**src/rtl/core/prr_pkg.sv**
```systemverilog
// Shared constants, register codes and controller/datapath types for the resampler.
`timescale 1ns / 1ps

package prr_pkg;

  localparam int SAMPLE_W = 16;
  localparam int COEF_W   = 16;
  localparam int DEPTH    = 256;
  localparam int ADDR_W   = 8;
  localparam int RATE_W   = 6;
  localparam int TAPS_W   = 9;
  localparam int PHASE_W  = 5;
  localparam int PROD_W   = SAMPLE_W + COEF_W;
  localparam int ACC_W    = PROD_W + ADDR_W;
  localparam int CFG_W    = 16;
  localparam int IDX_W    = 3;

  localparam logic [RATE_W-1:0] MAX_RATE = 6'd32;
  localparam logic [TAPS_W-1:0] MAX_TAPS = 9'd256;

  typedef enum logic [IDX_W-1:0] {
    REG_INTERP     = 3'd0,
    REG_DECIM      = 3'd1,
    REG_TAPS       = 3'd2,
    REG_COEF_INDEX = 3'd3,
    REG_COEF_VALUE = 3'd4
  } cfg_reg_t;

  typedef struct packed {
    logic              clear_wr;
    logic [ADDR_W-1:0] clr_addr;
    logic              push;
    logic              tap_go;
    logic [ADDR_W-1:0] tap_t;
    logic [ADDR_W-1:0] tap_k;
    logic              acc_clear;
    logic              emit;
    logic              emit_last;
  } prr_cmd_t;

  typedef struct packed {
    logic busy;
    logic out_free;
  } prr_status_t;

endpackage

```
**src/rtl/core/prr_ctrl.sv**
```systemverilog
// Controller: clearing sweep, phase tracking, tap sequencing and output pacing.
`timescale 1ns / 1ps

module prr_ctrl import prr_pkg::*; (
  input  logic              clk,
  input  logic              rst,
  input  logic [RATE_W-1:0] interp,
  input  logic [RATE_W-1:0] decim,
  input  logic [TAPS_W-1:0] taps,
  input  logic              in_valid,
  output logic              in_stall,
  output prr_cmd_t          cmd,
  input  prr_status_t       status
);

  typedef enum logic [2:0] {
    S_CLEAR, S_IDLE, S_PHMOD, S_TAPS, S_DRAIN, S_EMIT, S_ADV
  } state_t;

  state_t             state;
  logic [ADDR_W-1:0]  clr_cnt;
  logic [PHASE_W-1:0] skip;
  logic [PHASE_W-1:0] phase;
  logic [TAPS_W-1:0]  t;
  logic [ADDR_W-1:0]  k;
  logic [RATE_W-1:0]  phw;
  logic [RATE_W-1:0]  adv;
  logic [RATE_W-1:0]  ph_ext;
  logic [RATE_W-1:0]  ph_sum;
  logic [RATE_W-1:0]  ph_red;
  logic               accept;

  assign ph_ext   = {1'b0, phase};
  assign ph_sum   = ph_ext + decim;
  assign ph_red   = ph_ext - interp;
  assign in_stall = (state != S_IDLE);
  assign accept   = in_valid && !in_stall;

  always_comb begin
    cmd           = '0;
    cmd.clr_addr  = clr_cnt;
    cmd.tap_t     = t[ADDR_W-1:0];
    cmd.tap_k     = k;
    cmd.emit_last = (ph_sum >= interp);
    unique case (state)
      S_CLEAR: cmd.clear_wr  = 1'b1;
      S_IDLE:  cmd.push      = accept;
      S_PHMOD: cmd.acc_clear = (ph_ext < interp);
      S_TAPS:  cmd.tap_go    = (t < taps);
      S_EMIT:  cmd.emit      = status.out_free;
      default: ;
    endcase
  end

  always_ff @(posedge clk) begin
    if (rst) begin
      state   <= S_CLEAR;
      clr_cnt <= '0;
      skip    <= '0;
      phase   <= '0;
    end else begin
      unique case (state)
        S_CLEAR: begin
          clr_cnt <= clr_cnt + ADDR_W'(1);
          if (clr_cnt == {ADDR_W{1'b1}}) state <= S_IDLE;
        end
        S_IDLE: begin
          if (accept) begin
            if (skip != '0) skip <= skip - PHASE_W'(1);
            else state <= S_PHMOD;
          end
        end
        S_PHMOD: begin
          // Bring the phase below a possibly changed interpolation factor.
          if (ph_ext >= interp) begin
            phase <= ph_red[PHASE_W-1:0];
          end else begin
            t     <= TAPS_W'(phase);
            k     <= '0;
            state <= S_TAPS;
          end
        end
        S_TAPS: begin
          if (t < taps) begin
            t <= t + TAPS_W'(interp);
            k <= k + ADDR_W'(1);
          end else begin
            state <= S_DRAIN;
          end
        end
        S_DRAIN: begin
          if (!status.busy) state <= S_EMIT;
        end
        S_EMIT: begin
          if (status.out_free) begin
            phw   <= ph_sum;
            adv   <= '0;
            state <= S_ADV;
          end
        end
        S_ADV: begin
          if (phw >= interp) begin
            phw <= phw - interp;
            adv <= adv + RATE_W'(1);
          end else begin
            phase <= phw[PHASE_W-1:0];
            if (adv == '0) begin
              state <= S_PHMOD;
            end else begin
              skip  <= adv[PHASE_W-1:0] - PHASE_W'(1);
              state <= S_IDLE;
            end
          end
        end
        default: state <= S_IDLE;
      endcase
    end
  end

endmodule

```
**config.mk**
```make
export PLATFORM = sky130hd
export DESIGN_NAME = prr_ctrl
export DESIGN_NICKNAME = d
export VERILOG_FILES = /design/src/rtl/core/prr_pkg.sv /design/src/rtl/core/prr_ctrl.sv
export SDC_FILE = /design/constraint.sdc
export NUM_CORES = 1
export LEC_CHECK = 0
export ABC_AREA = 0
export BUFFER_PORTS_ARGS = -buffer_cell sky130_fd_sc_hd__buf_4
export CAP_MARGIN = 20
export CORE_ASPECT_RATIO = 1.5
export CORE_MARGIN = 5
export CORE_UTILIZATION = 45
export CTS_CLUSTER_DIAMETER = 50
export DETAILED_ROUTE_END_ITERATION = 10
export PLACE_DENSITY = 0.76
export SLEW_MARGIN = 0
export SYNTH_ARGS = -nofsm -noshare
export SYNTH_HDL_FRONTEND = slang
export SYNTH_SLANG_ARGS = --single-unit
export TNS_END_PERCENT = 20
```
**constraint.sdc**
```tcl
create_clock -name clk -period 5.2 [get_ports clk]
set_input_delay 0.26 -clock clk [delete_from_list [all_inputs] [get_ports clk]]
set_output_delay 0.26 -clock clk [all_outputs]
set_load 0.02 [all_outputs]
```
-- Word-level counts from Yosys, hierarchy flattened
Cells that the tools add are included.
- add/subtract/negate cells: 9
- bitwise logic cells: 1
- magnitude comparators: 5
- mux-type cells: 35
- equality and inequality tests: 21
- reduce and logical (&&, ||, !) cells: 14
- operators by type and width (operator ; number):
    two-way mux 5 bit ; 6
    inequality test 2 bit (second input constant) ; 13
    two-way mux 3 bit ; 8
    two-way mux 6 bit ; 4
    one-hot mux 6 bit (2 select lines) ; 2
    one-hot mux 3 bit (7 select lines) ; 1
    one-hot mux 5 bit (2 select lines) ; 2
    two-way mux 9 bit ; 2
    one-hot mux 9 bit (2 select lines) ; 1
    adder 8 x 1 -> 8 bit (second input constant) ; 2
    two-way mux 8 bit ; 2
    one-hot mux 8 bit (2 select lines) ; 1
    >= comparator 6 bit ; 2
    subtractor 5 x 1 -> 5 bit (second input constant) ; 2
    adder 9 x 6 -> 9 bit ; 1
    == test 3 bit (second input constant) ; 3
    less-than comparator 9 bit ; 1
    == test 8 bit (second input constant) ; 1
    AND reduction 4 bit ; 2
    AND reduction 8 bit ; 1
    nonzero test 2 bit ; 4
    adder 5 x 6 -> 6 bit ; 1
    adder 6 x 1 -> 6 bit (second input constant) ; 1
    == test 3 x 2 -> 1 bit (second input constant) ; 2
    16 further kinds ; 20
- output and inout port bits: 31
- bits of input ports: 26
- register bits: 50
- logic and storage cells: 93

-- Longest topological paths before layout
- depth in word-level cells: 5
- depth in mapped cells: 11
- depth with buffers taken out: 11

-- Worst setup path before layout
OpenSTA, ideal clock, no wires.
- path kind: reg-to-reg
- start: reg phase[0]
- end: reg k[0], enable pin
- arrival: 3.221 ns
- setup slack: 1.563 ns
- stages on the path, launching flop included: 11
- buffers on the path: 0
- required time: 4.784 ns
- library setup time: 0.416 ns
- clock period less this slack: 3.637 ns
- cells stage by stage: dfxtp_1 -> inv_1 -> ha_1 -> inv_1 -> fa_1 -> a21o_1 -> a211oi_1 -> nor3_1 -> or3_1 -> a21boi_0 -> nor3b_1
- cells in the longest elaborated chain, start to end: 3
- ends and longest elaborated chain (what ; line ; RTL):
    start: declaration ; prr_ctrl.sv:23 ; logic [PHASE_W-1:0] phase;
    start signal: assignment ; prr_ctrl.sv:76 ; phase <= ph_red[PHASE_W-1:0];
    start signal: assignment ; prr_ctrl.sv:106 ; phase <= phw[PHASE_W-1:0];
    >= comparator 5 x 6 -> 1 bit ; prr_ctrl.sv:75 ; if (ph_ext >= interp) begin
    inequality test 2 bit (no source line) ; n/a ;
    AND reduction 4 bit (no source line) ; n/a ;
    end signal: assignment ; prr_ctrl.sv:86 ; k <= k + ADDR_W'(1);
    end: declaration ; prr_ctrl.sv:25 ; logic [ADDR_W-1:0] k;
No other way between the ends.
A chain may end at the register's enable or synchronous reset.

==> impl_metrics.json <==
{
  "grt_first_pass_wirelength_um": 14010,
  "diodes": 0,
  "path_clk_slew_ps": 70,
  "clock.fmax_mhz": 348.6,
  "yosysTopAreaCellShare": 0.2324,
  "hp-class": "primary input to register",
  "grt_pass1_vias": 2990,
  "yosys_warnings": 0,
  "cp_common_cell": "ha_1",
  "drtAntennaViolNets": 0,
  "whs_ps": 315.7,
  "vias": 3038,
  "n_fill_cell": 748,
  "min_period_ps": 2869,
  "synthArstFlopShare": 0,
  "worst_setup_path_end_kind": "output pin",
  "grt_max_degree": 28,
  "post_cts_buffers": 0,
  "setup_tns_ps": 0,
  "synth_edf_count": 29,
  "ir_drop_v": 0.0001086,
  "synth_area_leaders": "edfxtp_1 23%, ha_1 14%, dfxtp_1 11%",
  "fin_ws_ps": 2331,
  "grt_antenna_before_repair": 0,
  "hold_viol": 0,
  "utilization": 0.5374,
  "outcome": "completed",
  "placementRows": 40,
  "yosysTopAreaCell": "edfxtp_1",
  "maxSlewViolCount": 0,
  "drive_above_1_share": 0.1735,
  "fin_nets": 531,
  "die_h_um": 121.8,
  "clock_latency_ps": 290,
  "worst_pin_slew_ps": 911.5,
  "p_per_area_nw_per_um2": 233.3,
  "h-tree-depth": 2,
  "cts_resized": 0,
  "syn-instance-count": 418,
  "ys_ff_latch": 50,
  "detailedPlace.worstSlack_ps": 2328,
  "netlist_area_um2": 3747,
  "layout.cells.non_filler": 566,
  "cp_max_fo": 4,
  "place_hpwl_um": 6335,
  "startpoint_type": "register",
  "finalWirelength_um": 8184,
  "path_buf_inv": 1,
  "die_x_um": 84.51,
  "track_usage": 0.1657,
  "crit_arrival_ps": 2610,
  "first_iter_violations": 214,
  "dp.cells": 557,
  "drc_errors": 0,
  "max_stage_delay_ps": 410,
  "ios": 57,
  "ys_types": 54,
  "path_cells": "ha_1, fa_1, xor2_1, ha_1, a21o_1, a21oi_1, nor2b_1, o21ai_0, nand2b_1, buf_4",
  "setup_violations": 0,
  "die-area_um2": 10290,
  "ys_seq_area_frac": 0.3446,
  "timing.slew.headroom": 0.3909,
  "maxCapViolCount": 0,
  "viasPerCell": 5.367,
  "crit_path_top_delay_cell": "fa_1",
  "initial_core_util": 0.4651,
  "cts_sinks": 50,
  "avgSynthCellArea_um2": 8.965,
  "tritoncts": "done",
  "cellLeakagePower_nw": 1.890,
  "overflow": 0,
  "cts-root-buf": "clkbuf_16",
  "dr.pass1.iters": 4,
  "design_area_um2": 4330,
  "gp_congestion": 0.8423,
  "clock_skew_ps": 4.829,
  "synth_fp_nets": 489,
  "cts.hold.buffers_added": 0,
  "port_buffers": 56,
  "period_share": 0.5517,
  "critPathRequiredTime_ps": 4940,
  "power.total_mw": 1.010,
  "core_um2": 8058,
  "wl_per_cell_um": 14.46,
  "area_growth_pct": 15.56,
  "place_area_um2": 4178,
  "synthFlopType": "edfxtp_1",
  "rsz0062_at_grt": "false",
  "cts.path.max_buffers": 2,
  "cts_made_buffers": 5,
  "critical_path.top_delay_family": "adder cells",
  "criticalPathCategory": "register to output pin"
}
-- sequential cells by signal (all words and copies together), names as in the netlist --
signal and count:
phw 6, skip 5, clr_cnt 8, t 9, adv 6, k 8, state 3, phase 5
-- cell families (layout without fill, tap and decap cells) --
logic type	count (synthesis)	in the layout	share of synthesized area
AO/OA/AOI/OAI	90	90	0.1606
XOR/XNOR	31	31	0.07245
adder cells (fa/ha/maj)	45	45	0.1583
buffers and inverters	52	95	0.06544
flip-flops	50	50	0.3446
multiplexers	8	8	0.02204
AND/OR/NAND/NOR	142	142	0.1766
-- cell type report --
cell class | instances | area [um^2] | area share
Clock buffer | 5 | 125.1 | 0.02889
Clock inverter | 3 | 20.02 | 0.004623
Inverter | 29 | 111.4 | 0.02572
Multi-Input combinational cell | 316 | 2216 | 0.5117
Sequential cell | 50 | 1291 | 0.2982
Tap cell | 105 | 131.4 | 0.03034
Timing Repair Buffer | 58 | 435.4 | 0.1005
-- routing by layer --
layer	share of wire	global-route usage	wire length [um]	up-vias
met3	0.039	0.02639	317	15
met2	0.52	0.3000	4249	65
met5	0	0	0	-
met1	0.42	0.1939	3431	1415
met4	0.022	0.06436	184	0
li1	-	-	-	1543
-- path summary, 6_finish.rpt --
path                            startpoint         end  slack [ps]  depth (start not counted)
worst max-delay path              phase[0]      cmd[0]        2330                         10
worst min-delay path                   rst  clr_cnt[3]         320                          2
worst max register to register    phase[0]        t[4]        2330                         11
worst min register to register     skip[0]     skip[0]         490                          2
-- cells in the mapped netlist (all sizes together) (2+ instances only) --
cell type,count
nor2,48
ha,41
nand2,41
edfxtp,29
inv,29
a21oi,28
o21ai,22
dfxtp,21
xor2,18
buf,13
nand3,13
xnor2,13
a21o,12
clkbuf,10
nor2b,7
mux2i,6
nor3,6
a211oi,5
and3,5
nand4,5
a31oi,4
fa,4
nand2b,4
or3,4
a211o,3
a21boi,2
a311oi,2
and2,2
mux2,2
nor3b,2
nor4,2
o211ai,2
o31ai,2
-- worst register-to-register path, cell delays in order, from the launching register on --
cell and delay (ps):
dfxtp_1 340, inv_1 60, ha_1 130, inv_1 60, fa_1 400, a21o_1 200
a211oi_1 270, nor3_1 130, or3_1 380, a21boi_0 150, nor3b_2 180, buf_4 270
-- cell usage in the layout, fill, tap and decap left out, types with 5 or more instances in the layout --
cell,n
a21o_1,10
a21oi_1,27
and3_1,5
buf_4,58
clkbuf_16,5
dfxtp_1,21
edfxtp_1,29
ha_1,41
inv_1,28
mux2i_1,6
nand2_1,41
nand3_1,13
nand4_1,5
nor2_1,48
nor2b_1,6
nor3_1,5
o21ai_0,21
xnor2_1,13
xor2_1,18
-- report_power, final --
part / internal [mW] / leakage [nW] / switching (mW)
registers: 0.432 / 0.424 / 0.0230
clock network: 0.179 / 0.0679 / 0.151
logic: 0.106 / 1.40 / 0.120
No activity file was read; power rests on OpenSTA's default activity.
